==> src/hw/rtl/stt_pkg.sv <==
`timescale 1ns / 1ps
`default_nettype none

package stt_pkg;

  localparam int ELEM_W = 16;  // element value width on the stream
  localparam int DIM_W  = 4;   // row / column index and size width
  localparam int CNT_W  = 5;   // stored nonzero count width
  localparam int CFG_IDX_W  = 1;
  localparam int CFG_DATA_W = DIM_W;

  localparam int DEF_MAX_DIM     = 8;
  localparam int DEF_MAX_NONZERO = 16;
  localparam int DEF_VALUE_WIDTH = 16;

  // configuration register indexes
  localparam logic [CFG_IDX_W-1:0] REG_ROW_COUNT    = 1'b0;
  localparam logic [CFG_IDX_W-1:0] REG_COLUMN_COUNT = 1'b1;

  // list kinds
  localparam logic KIND_TRIPLE    = 1'b0;
  localparam logic KIND_TRANSPOSE = 1'b1;

  // output beat layout
  localparam int RES_DATA_W = 2 * DIM_W + ELEM_W + 1;
  localparam int TDATA_W    = ((RES_DATA_W + 7) / 8) * 8;
  localparam int TDATA_PAD  = TDATA_W - RES_DATA_W;
  localparam int TUSER_W    = 2;

  typedef struct packed {
    logic [ELEM_W-1:0] val;
    logic [DIM_W-1:0]  col;
    logic [DIM_W-1:0]  row;
  } trip_t;

  localparam int TRIP_W = $bits(trip_t);

  typedef struct packed {
    logic [CNT_W-1:0] n;
    logic             ovf;
    logic [DIM_W-1:0] rows;
    logic [DIM_W-1:0] cols;
  } job_t;

  typedef struct packed {
    logic              kind;
    logic              hdr;
    logic [DIM_W-1:0]  row;
    logic [DIM_W-1:0]  col;
    logic [ELEM_W-1:0] val;
    logic              ovf;
    logic              last;
  } res_t;

  // size register as used: zero acts as one, clamp at the maximum
  function automatic logic [DIM_W-1:0] eff_dim(logic [DIM_W-1:0] d, int max_dim);
    logic [DIM_W-1:0] r;
    r = d;
    if (d == '0) begin
      r = DIM_W'(1);
    end else if (int'(d) > max_dim) begin
      r = DIM_W'(max_dim);
    end
    return r;
  endfunction

endpackage

`default_nettype wire

==> src/hw/rtl/stt_ram.sv <==
`timescale 1ns / 1ps
`default_nettype none

module stt_ram #(
  parameter int WIDTH  = 8,
  parameter int DEPTH  = 16,
  parameter int ADDR_W = (DEPTH > 1) ? $clog2(DEPTH) : 1
) (
  input  wire logic              clk_i,
  input  wire logic              we_i,
  input  wire logic [ADDR_W-1:0] waddr_i,
  input  wire logic [WIDTH-1:0]  wdata_i,
  input  wire logic              re_i,
  input  wire logic [ADDR_W-1:0] raddr_i,
  output logic      [WIDTH-1:0]  rdata_o
);

  logic [WIDTH-1:0] mem_q [DEPTH];

  always_ff @(posedge clk_i) begin
    if (we_i) begin
      mem_q[waddr_i] <= wdata_i;
    end
    if (re_i) begin
      rdata_o <= mem_q[raddr_i];
    end
  end

endmodule

`default_nettype wire

==> src/hw/rtl/stt_fifo.sv <==
`timescale 1ns / 1ps
`default_nettype none

// two-entry job queue between front and back
module stt_fifo import stt_pkg::*; (
  input  wire logic clk_i,
  input  wire logic rst_ni,
  input  wire logic push_i,
  input  wire job_t push_data_i,
  output logic      full_o,
  output logic      valid_o,
  input  wire logic pop_i,
  output job_t      pop_data_o
);

  job_t       mem_q [2];
  logic       wr_q, wr_d;
  logic       rd_q, rd_d;
  logic [1:0] cnt_q, cnt_d;
  logic       do_push, do_pop;

  assign full_o     = (cnt_q == 2'd2);
  assign valid_o    = (cnt_q != 2'd0);
  assign pop_data_o = mem_q[rd_q];
  assign do_push    = push_i && !full_o;
  assign do_pop     = pop_i && valid_o;

  always_comb begin
    wr_d  = do_push ? ~wr_q : wr_q;
    rd_d  = do_pop ? ~rd_q : rd_q;
    cnt_d = cnt_q + {1'b0, do_push} - {1'b0, do_pop};
  end

  always_ff @(posedge clk_i or negedge rst_ni) begin
    if (!rst_ni) begin
      wr_q  <= 1'b0;
      rd_q  <= 1'b0;
      cnt_q <= 2'd0;
    end else begin
      wr_q  <= wr_d;
      rd_q  <= rd_d;
      cnt_q <= cnt_d;
    end
  end

  always_ff @(posedge clk_i) begin
    if (do_push) begin
      mem_q[wr_q] <= push_data_i;
    end
  end

endmodule

`default_nettype wire

==> src/hw/rtl/stt_front.sv <==
`timescale 1ns / 1ps
`default_nettype none

// Takes elements, tracks row/column, writes nonzero triples, posts a job at end of matrix.
module stt_front import stt_pkg::*; #(
  parameter int MAX_DIM     = DEF_MAX_DIM,
  parameter int MAX_NONZERO = DEF_MAX_NONZERO,
  parameter int VALUE_WIDTH = DEF_VALUE_WIDTH,
  parameter int ADDR_W      = (MAX_NONZERO > 1) ? $clog2(MAX_NONZERO) : 1
) (
  input  wire logic                  clk_i,
  input  wire logic                  rst_ni,
  input  wire logic                  cfg_we_i,
  input  wire logic [CFG_IDX_W-1:0]  cfg_idx_i,
  input  wire logic [CFG_DATA_W-1:0] cfg_data_i,
  input  wire logic                  in_valid_i,
  output logic                       in_ready_o,
  input  wire logic [ELEM_W-1:0]     in_value_i,
  output logic                       ram_we_o,
  output logic      [ADDR_W-1:0]     ram_waddr_o,
  output trip_t                      ram_wdata_o,
  output logic                       job_push_o,
  output job_t                       job_o,
  input  wire logic                  job_full_i,
  input  wire logic                  job_done_i
);

  localparam int EffW  = (VALUE_WIDTH < ELEM_W) ? VALUE_WIDTH : ELEM_W;
  localparam int ShAmt = ELEM_W - EffW;

  logic [DIM_W-1:0] row_cnt_q, col_cnt_q;
  logic [DIM_W-1:0] r_q, c_q;
  logic [CNT_W-1:0] nz_q, nz_d;
  logic             ovf_q, ovf_d;
  logic             lock_q;

  logic [DIM_W-1:0]         rows, cols;
  logic signed [ELEM_W-1:0] val_sh, val;
  logic                     accept, nonzero, store_ok, is_end;

  assign rows = eff_dim(row_cnt_q, MAX_DIM);
  assign cols = eff_dim(col_cnt_q, MAX_DIM);

  assign in_ready_o = !lock_q && !job_full_i;
  assign accept     = in_valid_i && in_ready_o;

  // keep the low bits and sign-extend them
  assign val_sh  = $signed(in_value_i) <<< ShAmt;
  assign val     = val_sh >>> ShAmt;
  assign nonzero = (val != '0);

  assign store_ok = (nz_q < CNT_W'(MAX_NONZERO));
  assign is_end   = (r_q == rows - DIM_W'(1)) && (c_q == cols - DIM_W'(1));

  assign ram_we_o    = accept && nonzero && store_ok;
  assign ram_waddr_o = nz_q[ADDR_W-1:0];
  assign ram_wdata_o = '{val: val, col: c_q, row: r_q};

  assign nz_d  = nz_q + CNT_W'(ram_we_o);
  assign ovf_d = ovf_q | (accept && nonzero && !store_ok);

  assign job_push_o = accept && is_end;
  assign job_o      = '{n: nz_d, ovf: ovf_d, rows: rows, cols: cols};

  always_ff @(posedge clk_i or negedge rst_ni) begin
    if (!rst_ni) begin
      row_cnt_q <= DIM_W'(1);
      col_cnt_q <= DIM_W'(1);
      r_q       <= '0;
      c_q       <= '0;
      nz_q      <= '0;
      ovf_q     <= 1'b0;
      lock_q    <= 1'b0;
    end else begin
      if (cfg_we_i) begin
        unique case (cfg_idx_i)
          REG_ROW_COUNT:    row_cnt_q <= cfg_data_i;
          REG_COLUMN_COUNT: col_cnt_q <= cfg_data_i;
          default: ;
        endcase
        r_q   <= '0;
        c_q   <= '0;
        nz_q  <= '0;
        ovf_q <= 1'b0;
      end else if (accept) begin
        if (is_end) begin
          r_q   <= '0;
          c_q   <= '0;
          nz_q  <= '0;
          ovf_q <= 1'b0;
        end else begin
          nz_q  <= nz_d;
          ovf_q <= ovf_d;
          if (c_q == cols - DIM_W'(1)) begin
            c_q <= '0;
            r_q <= r_q + DIM_W'(1);
          end else begin
            c_q <= c_q + DIM_W'(1);
          end
        end
      end
      // store belongs to the back part until it has read every triple
      if (job_push_o) begin
        lock_q <= 1'b1;
      end else if (job_done_i) begin
        lock_q <= 1'b0;
      end
    end
  end

endmodule

`default_nettype wire

==> src/hw/rtl/stt_back.sv <==
`timescale 1ns / 1ps
`default_nettype none

// Emits the triple list, then scans the store once per column for the transpose.
module stt_back import stt_pkg::*; #(
  parameter int MAX_NONZERO = DEF_MAX_NONZERO,
  parameter int ADDR_W      = (MAX_NONZERO > 1) ? $clog2(MAX_NONZERO) : 1
) (
  input  wire logic             clk_i,
  input  wire logic             rst_ni,
  input  wire logic             job_valid_i,
  input  wire job_t             job_i,
  output logic                  job_pop_o,
  output logic                  job_done_o,
  output logic                  ram_re_o,
  output logic     [ADDR_W-1:0] ram_raddr_o,
  input  wire trip_t            ram_rdata_i,
  output logic                  out_valid_o,
  input  wire logic             out_ready_i,
  output res_t                  out_o
);

  localparam logic [2:0] S_IDLE   = 3'd0;
  localparam logic [2:0] S_RD_A   = 3'd1;
  localparam logic [2:0] S_WAIT_A = 3'd2;
  localparam logic [2:0] S_HDR1   = 3'd3;
  localparam logic [2:0] S_RD_B   = 3'd4;
  localparam logic [2:0] S_WAIT_B = 3'd5;

  logic [2:0]       st_q, st_d;
  job_t             job_q, job_d;
  logic [CNT_W-1:0] idx_q, idx_d;
  logic [CNT_W-1:0] em_q, em_d;
  logic [DIM_W-1:0] col_q, col_d;
  logic             ov_q, ov_d;
  res_t             res_q, res_d;
  logic             ld, out_free, match, idx_end;

  assign out_free    = !ov_q || out_ready_i;
  assign out_valid_o = ov_q;
  assign out_o       = res_q;
  assign ram_raddr_o = idx_q[ADDR_W-1:0];
  assign match       = (ram_rdata_i.col == col_q);
  assign idx_end     = (idx_q + CNT_W'(1) == job_q.n);

  always_comb begin
    st_d       = st_q;
    job_d      = job_q;
    idx_d      = idx_q;
    em_d       = em_q;
    col_d      = col_q;
    res_d      = res_q;
    ld         = 1'b0;
    job_pop_o  = 1'b0;
    job_done_o = 1'b0;
    ram_re_o   = 1'b0;
    unique case (st_q)
      S_IDLE: begin
        if (job_valid_i && out_free) begin
          job_pop_o = 1'b1;
          job_d     = job_i;
          ld        = 1'b1;
          res_d     = '{kind: KIND_TRIPLE, hdr: 1'b1, row: job_i.rows, col: job_i.cols,
                        val: ELEM_W'(job_i.n), ovf: job_i.ovf, last: 1'b0};
          idx_d     = '0;
          st_d      = (job_i.n != '0) ? S_RD_A : S_HDR1;
        end
      end
      S_RD_A: begin
        ram_re_o = 1'b1;
        st_d     = S_WAIT_A;
      end
      S_WAIT_A: begin
        if (out_free) begin
          ld    = 1'b1;
          res_d = '{kind: KIND_TRIPLE, hdr: 1'b0, row: ram_rdata_i.row,
                    col: ram_rdata_i.col, val: ram_rdata_i.val, ovf: job_q.ovf,
                    last: 1'b0};
          if (idx_end) begin
            st_d = S_HDR1;
          end else begin
            idx_d = idx_q + CNT_W'(1);
            st_d  = S_RD_A;
          end
        end
      end
      S_HDR1: begin
        if (out_free) begin
          ld    = 1'b1;
          res_d = '{kind: KIND_TRANSPOSE, hdr: 1'b1, row: job_q.cols, col: job_q.rows,
                    val: ELEM_W'(job_q.n), ovf: job_q.ovf, last: (job_q.n == '0)};
          idx_d = '0;
          em_d  = '0;
          col_d = '0;
          if (job_q.n == '0) begin
            job_done_o = 1'b1;
            st_d       = S_IDLE;
          end else begin
            st_d = S_RD_B;
          end
        end
      end
      S_RD_B: begin
        ram_re_o = 1'b1;
        st_d     = S_WAIT_B;
      end
      S_WAIT_B: begin
        if (!(match && !out_free)) begin
          if (match) begin
            ld    = 1'b1;
            em_d  = em_q + CNT_W'(1);
            res_d = '{kind: KIND_TRANSPOSE, hdr: 1'b0, row: ram_rdata_i.col,
                      col: ram_rdata_i.row, val: ram_rdata_i.val, ovf: job_q.ovf,
                      last: (em_q + CNT_W'(1) == job_q.n)};
          end
          if ((match && em_q + CNT_W'(1) == job_q.n) ||
              (idx_end && col_q == job_q.cols - DIM_W'(1))) begin
            job_done_o = 1'b1;
            st_d       = S_IDLE;
          end else begin
            st_d = S_RD_B;
            if (idx_end) begin
              idx_d = '0;
              col_d = col_q + DIM_W'(1);
            end else begin
              idx_d = idx_q + CNT_W'(1);
            end
          end
        end
      end
      default: begin
        st_d = S_IDLE;
      end
    endcase
  end

  always_comb begin
    if (ld) begin
      ov_d = 1'b1;
    end else if (out_ready_i) begin
      ov_d = 1'b0;
    end else begin
      ov_d = ov_q;
    end
  end

  always_ff @(posedge clk_i or negedge rst_ni) begin
    if (!rst_ni) begin
      st_q <= S_IDLE;
      ov_q <= 1'b0;
    end else begin
      st_q <= st_d;
      ov_q <= ov_d;
    end
  end

  always_ff @(posedge clk_i) begin
    job_q <= job_d;
    idx_q <= idx_d;
    em_q  <= em_d;
    col_q <= col_d;
    if (ld) begin
      res_q <= res_d;
    end
  end

endmodule

`default_nettype wire

==> src/hw/rtl/sparse_triple_transpose.sv <==
`timescale 1ns / 1ps
`default_nettype none

// Dense-to-sparse converter: takes a row_count x column_count matrix one element per beat
// in row-major order (one beat per cycle) and stores up to MAX_NONZERO nonzero triples;
// further nonzeros are dropped and flagged in overflow. After the last element it emits a
// header and the triples in scan order (list_kind 0), then a header with rows and columns
// swapped and the triples sorted by column (list_kind 1); tlast marks the final beat. From
// the last element the input is held off until the transposed list has been read out of
// the store; the readout time is set by the single read port of the triple store, each
// read being issued in a read state and presented in the wait state that follows it.
// Size writes take effect at once and restart the matrix; write them only while idle.
module sparse_triple_transpose import stt_pkg::*; #(
  parameter int MAX_DIM     = DEF_MAX_DIM,
  parameter int MAX_NONZERO = DEF_MAX_NONZERO,
  parameter int VALUE_WIDTH = DEF_VALUE_WIDTH
) (
  input  wire logic                  clk_i,
  input  wire logic                  rst_ni,
  input  wire logic                  cfg_we_i,
  input  wire logic [CFG_IDX_W-1:0]  cfg_idx_i,
  input  wire logic [CFG_DATA_W-1:0] cfg_data_i,
  input  wire logic                  s_axis_tvalid,
  output logic                       s_axis_tready,
  input  wire logic [ELEM_W-1:0]     s_axis_tdata,   // element_value
  output logic                       m_axis_tvalid,
  input  wire logic                  m_axis_tready,
  // row_field[3:0], column_field[7:4], value_field[23:8], overflow[24], zero pad
  output logic      [TDATA_W-1:0]    m_axis_tdata,
  output logic      [TUSER_W-1:0]    m_axis_tuser,   // list_kind[0], is_header[1]
  output logic                       m_axis_tlast
);

  localparam int AddrW = (MAX_NONZERO > 1) ? $clog2(MAX_NONZERO) : 1;

  logic             ram_we, ram_re;
  logic [AddrW-1:0] ram_waddr, ram_raddr;
  trip_t            ram_wdata, ram_rdata;
  logic             job_push, job_full, job_valid, job_pop, job_done;
  job_t             job_in, job_out;
  res_t             res;

  stt_front #(
    .MAX_DIM     (MAX_DIM),
    .MAX_NONZERO (MAX_NONZERO),
    .VALUE_WIDTH (VALUE_WIDTH),
    .ADDR_W      (AddrW)
  ) u_front (
    .clk_i       (clk_i),
    .rst_ni      (rst_ni),
    .cfg_we_i    (cfg_we_i),
    .cfg_idx_i   (cfg_idx_i),
    .cfg_data_i  (cfg_data_i),
    .in_valid_i  (s_axis_tvalid),
    .in_ready_o  (s_axis_tready),
    .in_value_i  (s_axis_tdata),
    .ram_we_o    (ram_we),
    .ram_waddr_o (ram_waddr),
    .ram_wdata_o (ram_wdata),
    .job_push_o  (job_push),
    .job_o       (job_in),
    .job_full_i  (job_full),
    .job_done_i  (job_done)
  );

  stt_ram #(
    .WIDTH  (TRIP_W),
    .DEPTH  (MAX_NONZERO),
    .ADDR_W (AddrW)
  ) u_store (
    .clk_i   (clk_i),
    .we_i    (ram_we),
    .waddr_i (ram_waddr),
    .wdata_i (ram_wdata),
    .re_i    (ram_re),
    .raddr_i (ram_raddr),
    .rdata_o (ram_rdata)
  );

  stt_fifo u_jobq (
    .clk_i       (clk_i),
    .rst_ni      (rst_ni),
    .push_i      (job_push),
    .push_data_i (job_in),
    .full_o      (job_full),
    .valid_o     (job_valid),
    .pop_i       (job_pop),
    .pop_data_o  (job_out)
  );

  stt_back #(
    .MAX_NONZERO (MAX_NONZERO),
    .ADDR_W      (AddrW)
  ) u_back (
    .clk_i       (clk_i),
    .rst_ni      (rst_ni),
    .job_valid_i (job_valid),
    .job_i       (job_out),
    .job_pop_o   (job_pop),
    .job_done_o  (job_done),
    .ram_re_o    (ram_re),
    .ram_raddr_o (ram_raddr),
    .ram_rdata_i (ram_rdata),
    .out_valid_o (m_axis_tvalid),
    .out_ready_i (m_axis_tready),
    .out_o       (res)
  );

  assign m_axis_tdata = {{TDATA_PAD{1'b0}}, res.ovf, res.val, res.col, res.row};
  assign m_axis_tuser = {res.hdr, res.kind};
  assign m_axis_tlast = res.last;

endmodule

`default_nettype wire

==> config.mk <==
export PLATFORM = sky130hd
export DESIGN_NAME = sparse_triple_transpose
export DESIGN_NICKNAME = d
export VERILOG_FILES = /design/src/hw/rtl/stt_pkg.sv /design/src/hw/rtl/stt_ram.sv /design/src/hw/rtl/stt_fifo.sv /design/src/hw/rtl/stt_front.sv /design/src/hw/rtl/stt_back.sv /design/src/hw/rtl/sparse_triple_transpose.sv
export SDC_FILE = /design/constraint.sdc
export NUM_CORES = 1
export LEC_CHECK = 0
export BUFFER_PORTS_ARGS = -buffer_cell sky130_fd_sc_hd__buf_2
export CAP_MARGIN = 0
export CORE_UTILIZATION = 40
export DETAILED_ROUTE_END_ITERATION = 8
export PLACE_DENSITY = 0.58
export SETUP_SLACK_MARGIN = 0.2
export SLEW_MARGIN = 25
export SYNTH_ARGS = -nofsm -noshare
export SYNTH_HDL_FRONTEND = slang
export SYNTH_SLANG_ARGS = --single-unit
export TNS_END_PERCENT = 30
==> constraint.sdc <==
create_clock -name clk_i -period 5.2 [get_ports clk_i]
set_clock_uncertainty 0.2 [all_clocks]
set_input_delay 0.52 -clock clk_i [delete_from_list [all_inputs] [get_ports clk_i]]
set_output_delay 0.52 -clock clk_i [all_outputs]
set_load 0.1 [all_outputs]
==> flow_metrics.env, run 1 <==
export IMPL_synth_area_per_cell_um2=19.9
export IMPL_maxSlewHeadroom=0.323
export IMPL_setup_worst_path_end_class="flip-flop"
export IMPL_synth_edf_count=492
export IMPL_diodes=0
export IMPL_critical_path_class="flip-flop to flip-flop"
export IMPL_worst_endpoint_required_ns=5.21
export IMPL_max_transition_viols_final=0
export IMPL_row_count=83
export IMPL_post_place_cells=1754
export IMPL_cell_chain_critical_path="o21ba_1 > nor2_1 > inv_1 > ha_1 > xnor2_1 > xnor2_1 > a2111oi_4 > and3_1 > and2_1"
export IMPL_post_cts_repair_setup_buffers=0
export IMPL_finalCritPeriodShare=0.673
export IMPL_slowest_stage="sky130_fd_sc_hd__and2_1"
export IMPL_setup_worst_path_start_class="flip-flop"
export IMPL_route_vias_total=9981
export IMPL_post_synth_main_area_contributors="sky130_fd_sc_hd__edfxtp_1, sky130_fd_sc_hd__mux4_2, sky130_fd_sc_hd__dfrtp_1, sky130_fd_sc_hd__nor2_1, sky130_fd_sc_hd__xnor2_1"
export IMPL_min_from="cfg_we_i"
export IMPL_yosysMostFrequentCell="sky130_fd_sc_hd__edfxtp_1"
export IMPL_critical_path_buffer_and_inverter_count=1
export IMPL_postSynthCellCount=1046
export IMPL_wirelength_um=43600
export IMPL_p_leak_nw=7.80
export IMPL_ctsLongestPathBuffers=3
export IMPL_antenna_violations_before_repair=1
export IMPL_post_route_min_period_ns=3.50
export IMPL_synthTopCellsByCount="sky130_fd_sc_hd__edfxtp_1, sky130_fd_sc_hd__mux4_2, sky130_fd_sc_hd__nor2_1"
export IMPL_worst_r2r_startpoint="u_front.row_cnt_q[0]"
export IMPL_floorplan_die_area_um2=53000
export IMPL_wire_length_of_the_first_global_routing_pass_um=65700
export IMPL_min_path_cells=2
export IMPL_ff_latch_area_um2=15600
export IMPL_netlist_cell_type_count=57
export IMPL_design_core_area_um2=51400
export IMPL_grt_pass1_vias=10400
export IMPL_yosysTopAreaCellShare=0.709
export IMPL_crit_path_start="u_front.row_cnt_q[0]"
export IMPL_final_setup_violation_count=0
export IMPL_run_status="finished clean"
export IMPL_die_width_um=230
export IMPL_max_stage_delay_ns=0.60
export IMPL_worst_slew_pin_transition_ns=1.01
export IMPL_synth_async_sr_flop_share=0.0593
export IMPL_yosys_warnings=0
export IMPL_clkSlewWorstSetupHoldPaths_ns=0.06
export IMPL_wire_length_per_cell_um=23.4
export IMPL_ys_ff_latch=523
export IMPL_rsz0062_at_grt="no"
export IMPL_grt_overflow_total=0
export IMPL_setup_tns_final_ns=0
export IMPL_synth_seq_area_share=0.747
export IMPL_num_io_pins=63
export IMPL_dieHeight_um=230
export IMPL_timing_hold_violations_final=0
export IMPL_fraction_of_final_layout_cells_with_drive_strength_greater_than_1=0.279
export IMPL_drc=0
export IMPL_synth_area_leader="sky130_fd_sc_hd__edfxtp_1"
export IMPL_final_cells=1859
export IMPL_drt_pass1_iterations=5
export IMPL_syn_to_final_growth_pct=15.5
export IMPL_grt_start_max_net_pins=99
export IMPL_dr_first_iter_drc_count=879
export IMPL_tritoncts_num_buffers=53
export IMPL_synthesis_area_um2=20800
export IMPL_cts_tree="done"
export IMPL_num_nets_final=1176
export IMPL_setup_slack_ns=1.70
export IMPL_p_per_area_nw_per_um2=533
export IMPL_ant_nets=0
export IMPL_clk_root_buf="sky130_fd_sc_hd__clkbuf_16"
export IMPL_detailedPlace_worstSlack_ns=1.54
export IMPL_ff2ff_setup_slack_ns=1.70
export IMPL_ctsHtreeMaxLevel=2
export IMPL_gp_congestion=0.800
export IMPL_worstHoldEndpoint="u_front.r_q[0]"
export IMPL_clk_latency_ns=0.58
export IMPL_place_detailed_hpwl_um=25400
export IMPL_vias_per_cell=5.37
export IMPL_critical_path_top_delay_family="simple AND/OR/NAND/NOR gates"
export IMPL_synth_top_flop_cell="sky130_fd_sc_hd__edfxtp_1"
export IMPL_total_power_mw=12.8
export IMPL_cp_arrival_ns=3.51
export IMPL_max_vdd_ir_drop_mv=0.320
export IMPL_overall_global_routing_resource_usage=0.168
export IMPL_timing_fmax_ghz=0.286
export IMPL_placement_io_buffers=55
export IMPL_initial_core_utilization=0.405
export IMPL_cpMostUsedCell="sky130_fd_sc_hd__xnor2_1"
export IMPL_multiInputGateArea_um2=5130
export IMPL_drv_cap=0
export IMPL_post_route_cell_area_um2=24100
export IMPL_worstRegToRegCells=9
export IMPL_largest_fanout_on_the_critical_path=14
export IMPL_post_route_util=0.468
export IMPL_clkSinkCount=523
export IMPL_final_fill_count=4268
export IMPL_final_hold_worst_slack_ns=0.0754
export IMPL_hp_class="primary input to flip-flop"
export IMPL_postPlaceCellArea_um2=22200
export IMPL_rr_endpoint="u_jobq.mem_q[1][13]"
[cells in the final DEF (no fill, tap or decap), types with 5 or more instances in the layout]
| master | n |
|---|---|
| sky130_fd_sc_hd__inv_1 | 18 |
| sky130_fd_sc_hd__dfrtp_1 | 29 |
| sky130_fd_sc_hd__o21ai_0 | 11 |
| sky130_fd_sc_hd__mux2_2 | 19 |
| sky130_fd_sc_hd__buf_2 | 55 |
| sky130_fd_sc_hd__nand2_1 | 26 |
| sky130_fd_sc_hd__ha_1 | 11 |
| sky130_fd_sc_hd__bufinv_16 | 5 |
| sky130_fd_sc_hd__clkinv_2 | 13 |
| sky130_fd_sc_hd__clkinv_1 | 12 |
| sky130_fd_sc_hd__nor2b_1 | 20 |
| sky130_fd_sc_hd__conb_1 | 7 |
| sky130_fd_sc_hd__clkbuf_1 | 7 |
| sky130_fd_sc_hd__a21oi_1 | 24 |
| sky130_fd_sc_hd__mux2i_1 | 13 |
| sky130_fd_sc_hd__nand3_1 | 10 |
| sky130_fd_sc_hd__buf_16 | 10 |
| sky130_fd_sc_hd__xor2_1 | 18 |
| sky130_fd_sc_hd__nor3_1 | 6 |
| sky130_fd_sc_hd__dlygate4sd3_1 | 5 |
| sky130_fd_sc_hd__nor2_4 | 12 |
| sky130_fd_sc_hd__nor4_1 | 6 |
| sky130_fd_sc_hd__nand2b_1 | 12 |
| sky130_fd_sc_hd__xnor2_1 | 27 |
| sky130_fd_sc_hd__nor2_1 | 51 |
| sky130_fd_sc_hd__clkbuf_16 | 55 |
| sky130_fd_sc_hd__a221o_1 | 9 |
| sky130_fd_sc_hd__mux4_2 | 120 |
| sky130_fd_sc_hd__buf_4 | 12 |
| sky130_fd_sc_hd__edfxtp_1 | 492 |
[area by class of cell]
class	instances	share of cell area
multi-input cells	457	0.213
clock inverters	33	0.0119
repair buffers	86	0.0320
well taps	680	0.0354
inverters	18	0.00281
flip-flops and latches	523	0.646
clock buffers	62	0.0583
[kinds of logic after synthesis]
family / after synthesis / share of synthesized area
simple gates: 174 / 0.0417
flops: 523 / 0.747
buf+inv: 72 / 0.0154
fa+ha+maj: 11 / 0.00661
compound gates: 67 / 0.0231
xor+xnor: 46 / 0.0201
mux: 152 / 0.146
other cells: 1 / 0.000180
[report_power, final]
part           leakage, nW  internal (mW)  switching [mW]  total [mW]
Clock                0.835           2.16            1.54        3.71
Combinational         2.09           1.38            2.28        3.66
Sequential            4.87           5.12           0.326        5.45
Total                 7.80           8.67            4.15        12.8
[state kept, by name, summed over array words and instances (netlist names), 2 cells and up]
register and count:
u_front.col_cnt_q 4, u_jobq.mem_q 28, u_back.col_q 4, u_front.row_cnt_q 4
u_back.out_o 28, u_jobq.cnt_q 2, u_store.rdata_o 24, u_back.em_q 5
u_back.idx_q 5, u_back.job_q 14, u_back.st_q 3, u_store.mem_q 384
u_front.r_q 4, u_front.c_q 4, u_front.nz_q 5
[metal layers]
layer	routed length, µm	GRT usage
met5	10	0
met4	921	0.0542
met3	2210	0.0293
met2	20700	0.263
met1	19700	0.240
[how the worst max path moves through the flow]
stage | to | slack (ns) | cells past startpoint
after global placement | u_store.mem_q[12][18] | 1.65 | 7
final | u_jobq.mem_q[1][13] | 1.70 | 9
after floorplan | u_store.mem_q[3][0] | 0.06 | 5
after CTS | u_jobq.mem_q[1][9] | 1.67 | 9
after detailed placement | u_store.mem_q[8][13] | 1.54 | 6
after global routing | u_jobq.mem_q[1][12] | 1.49 | 9
[repair_timing]
item | CTS | global route
hold buffers | 5 | 0
hold endpoints to repair | 37 | 0
gates resized for setup | 0 | 0
Power figures use the tool's default switching activity.
==> run 2: changes to the inputs <==
- PLACE_DENSITY: 0.58 -> 0.6
- clock period: 5.2 -> 3.1 ns (I/O delays scaled with it)
==> run 2 against run 1 <==
Compared with the run above: via count rose by 2.5%; global-route usage is 0.57 points higher; sequential share of layout area is 2.5 points lower; sequential power rose by 65%; routed wire length grew 3.6%; utilization is 1.8 points higher; flip-flop and latch count did not move; critical path type unchanged.
==> flow_metrics.env, run 2 (same netlist as run 1, synthesis figures left out) <==
export IMPL_overall_global_routing_resource_usage=0.174
export IMPL_antenna_violations_before_repair=0
export IMPL_worst_endpoint_required_ns=3.19
export IMPL_clkSlewWorstSetupHoldPaths_ns=0.06
export IMPL_floorplan_die_area_um2=53000
export IMPL_rsz0062_at_grt="yes"
export IMPL_critical_path_buffer_and_inverter_count=2
export IMPL_drt_pass1_iterations=5
export IMPL_gp_congestion=0.797
export IMPL_placement_io_buffers=55
export IMPL_grt_start_max_net_pins=97
export IMPL_seq_power_share=0.409
export IMPL_largest_reg_flops=384
export IMPL_timing_fmax_ghz=0.349
export IMPL_num_nets_final=1256
export IMPL_slowest_stage="sky130_fd_sc_hd__nor3_4"
export IMPL_max_stage_delay_ns=0.64
export IMPL_finalCritPeriodShare=0.924
export IMPL_clk_root_buf="sky130_fd_sc_hd__clkbuf_16"
export IMPL_dieHeight_um=230
export IMPL_setup_worst_path_start_class="flip-flop"
export IMPL_dr_first_iter_drc_count=854
export IMPL_max_transition_viols_final=0
export IMPL_registers_top_by_ff_count="u_store.mem_q"
export IMPL_largest_fanout_on_the_critical_path=13
export IMPL_comb_power_share=0.297
export IMPL_place_detailed_hpwl_um=26600
export IMPL_timing_hold_violations_final=0
export IMPL_ant_nets=0
export IMPL_final_setup_violation_count=0
export IMPL_final_hold_worst_slack_ns=0.0686
export IMPL_ctsLongestPathBuffers=3
export IMPL_critical_path_top_delay_family="simple AND/OR/NAND/NOR gates"
export IMPL_tritoncts_num_buffers=53
export IMPL_fraction_of_final_layout_cells_with_drive_strength_greater_than_1=0.317
export IMPL_grt_overflow_total=0
export IMPL_ctsHtreeMaxLevel=2
export IMPL_p_per_area_nw_per_um2=879
export IMPL_total_power_mw=22.0
export IMPL_num_io_pins=63
export IMPL_wire_length_of_the_first_global_routing_pass_um=67600
export IMPL_drv_cap=0
export IMPL_row_count=83
export IMPL_wire_length_per_cell_um=23.2
export IMPL_cts_tree="done"
export IMPL_design_core_area_um2=51400
export IMPL_initial_core_utilization=0.405
export IMPL_p_int_mw=14.9
export IMPL_wirelength_um=45100
export IMPL_post_place_cells=1817
export IMPL_hp_class="primary input to flip-flop"
export IMPL_worst_slew_pin_transition_ns=1.00
export IMPL_clock_power_share=0.294
export IMPL_critical_path_class="flip-flop to flip-flop"
export IMPL_diodes=0
export IMPL_sw_frac=0.322
export IMPL_clkSinkCount=523
export IMPL_syn_to_final_growth_pct=20.1
export IMPL_grt_pass1_vias=10600
export IMPL_maxSlewHeadroom=0.329
export IMPL_setup_worst_path_end_class="flip-flop"
export IMPL_route_vias_total=10200
export IMPL_p_sw_mw=7.09
export IMPL_cell_chain_critical_path="inv_1 > a21oi_4 > nand2_4 > nor3b_4 > or3b_4 > nor3_4 > buf_12"
export IMPL_cp_arrival_ns=2.96
export IMPL_post_route_min_period_ns=2.86
export IMPL_vias_per_cell=5.27
export IMPL_commonest_non_fill_non_tap_cells_in_the_layout="sky130_fd_sc_hd__edfxtp_1, sky130_fd_sc_hd__mux4_2, sky130_fd_sc_hd__clkbuf_16, sky130_fd_sc_hd__buf_2, sky130_fd_sc_hd__buf_4"
export IMPL_run_status="finished clean"
export IMPL_final_cells=1942
export IMPL_layout_cells_most_common="sky130_fd_sc_hd__edfxtp_1"
export IMPL_p_leak_nw=8.28
export IMPL_clk_latency_ns=0.61
export IMPL_max_vdd_ir_drop_mv=0.555
export IMPL_die_width_um=230
export IMPL_drc=0
run 2: cell types whose count changed in the layout (fill, tap and decap cells not counted), sizes merged:
cell         before  now
dlygate4sd3       5   25
clkbuf           62   66
bufinv            5    6
inv              19   20
clkinv           26   22
buf              81  141
clkinvlp          1    2
run 2: worst reg2reg max path, stage by stage (launching register included):
cell and delay [ns]:
sky130_fd_sc_hd__dfrtp_1 0.34, sky130_fd_sc_hd__inv_1 0.10, sky130_fd_sc_hd__a21oi_4 0.18, sky130_fd_sc_hd__nand2_4 0.09, sky130_fd_sc_hd__nor3b_4 0.27, sky130_fd_sc_hd__or3b_4 0.49, sky130_fd_sc_hd__nor3_4 0.65, sky130_fd_sc_hd__buf_12 0.25
run 2: routing by layer:
metal  vias up  GRT usage  wire, µm
met1      5355      0.244     20400
met4         0     0.0584      1120
met2       243      0.281     21900
li1       4561          -         -
met5         -          0         0
met3        70     0.0236      1780
run 2: area by class of cell:
cell class / count / area, µm²
multi-input cells: 457 / 5190
fillers: 4193 / 26400
clock inverters: 32 / 333
well taps: 680 / 851
clock buffers: 66 / 1450
flip-flops and latches: 523 / 15600
repair buffers: 166 / 1570
inverters: 18 / 67.6
run 2: what timing repair did:
action,in CTS,in global routing
endpoints found under the hold margin,302,0
setup endpoints to repair,48,67
hold buffers,25,0
resized for setup,2,5
cloned,0,1
pin swaps,1,2
setup buffers,1,0
run 2: final timing paths:
path,slack [ns],cells after the start,end,from
max in group asynchronous,2.00,2,u_back.st_q[2],rst_ni
max,0.24,7,u_store.mem_q[0][13],u_jobq.cnt_q[0]
max reg2reg,0.24,7,u_store.mem_q[0][13],u_jobq.cnt_q[0]
min,0.07,5,u_front.c_q[1],s_axis_tvalid
min reg2reg,0.32,1,u_back.out_o[11],u_store.rdata_o[17]
min in group asynchronous,0.16,2,u_back.out_valid_o,rst_ni
run 2: power groups by stage:
stage	combinational, mW	sequential [mW]	clock [mW]
global placement	6.54	9.13	0
global route	6.94	9.06	6.87
finish	6.52	9.00	6.47
CTS	6.64	9.00	6.61
detailed placement	6.59	9.15	0
floorplan	3.60	10.4	0
run 2: metrics by stage:
step	util	instance area [µm²]	TNS [ns]	worst slack, ns
finish	0.487	25000	0	0.236
global route	0.487	25000	0	0.0894
floorplan	-	21000	-2.25	-0.0905
CTS	0.486	25000	0	0.188
global placement	0.446	22900	0	0.0259
detailed placement	0.446	22900	-0.0365	-0.00379
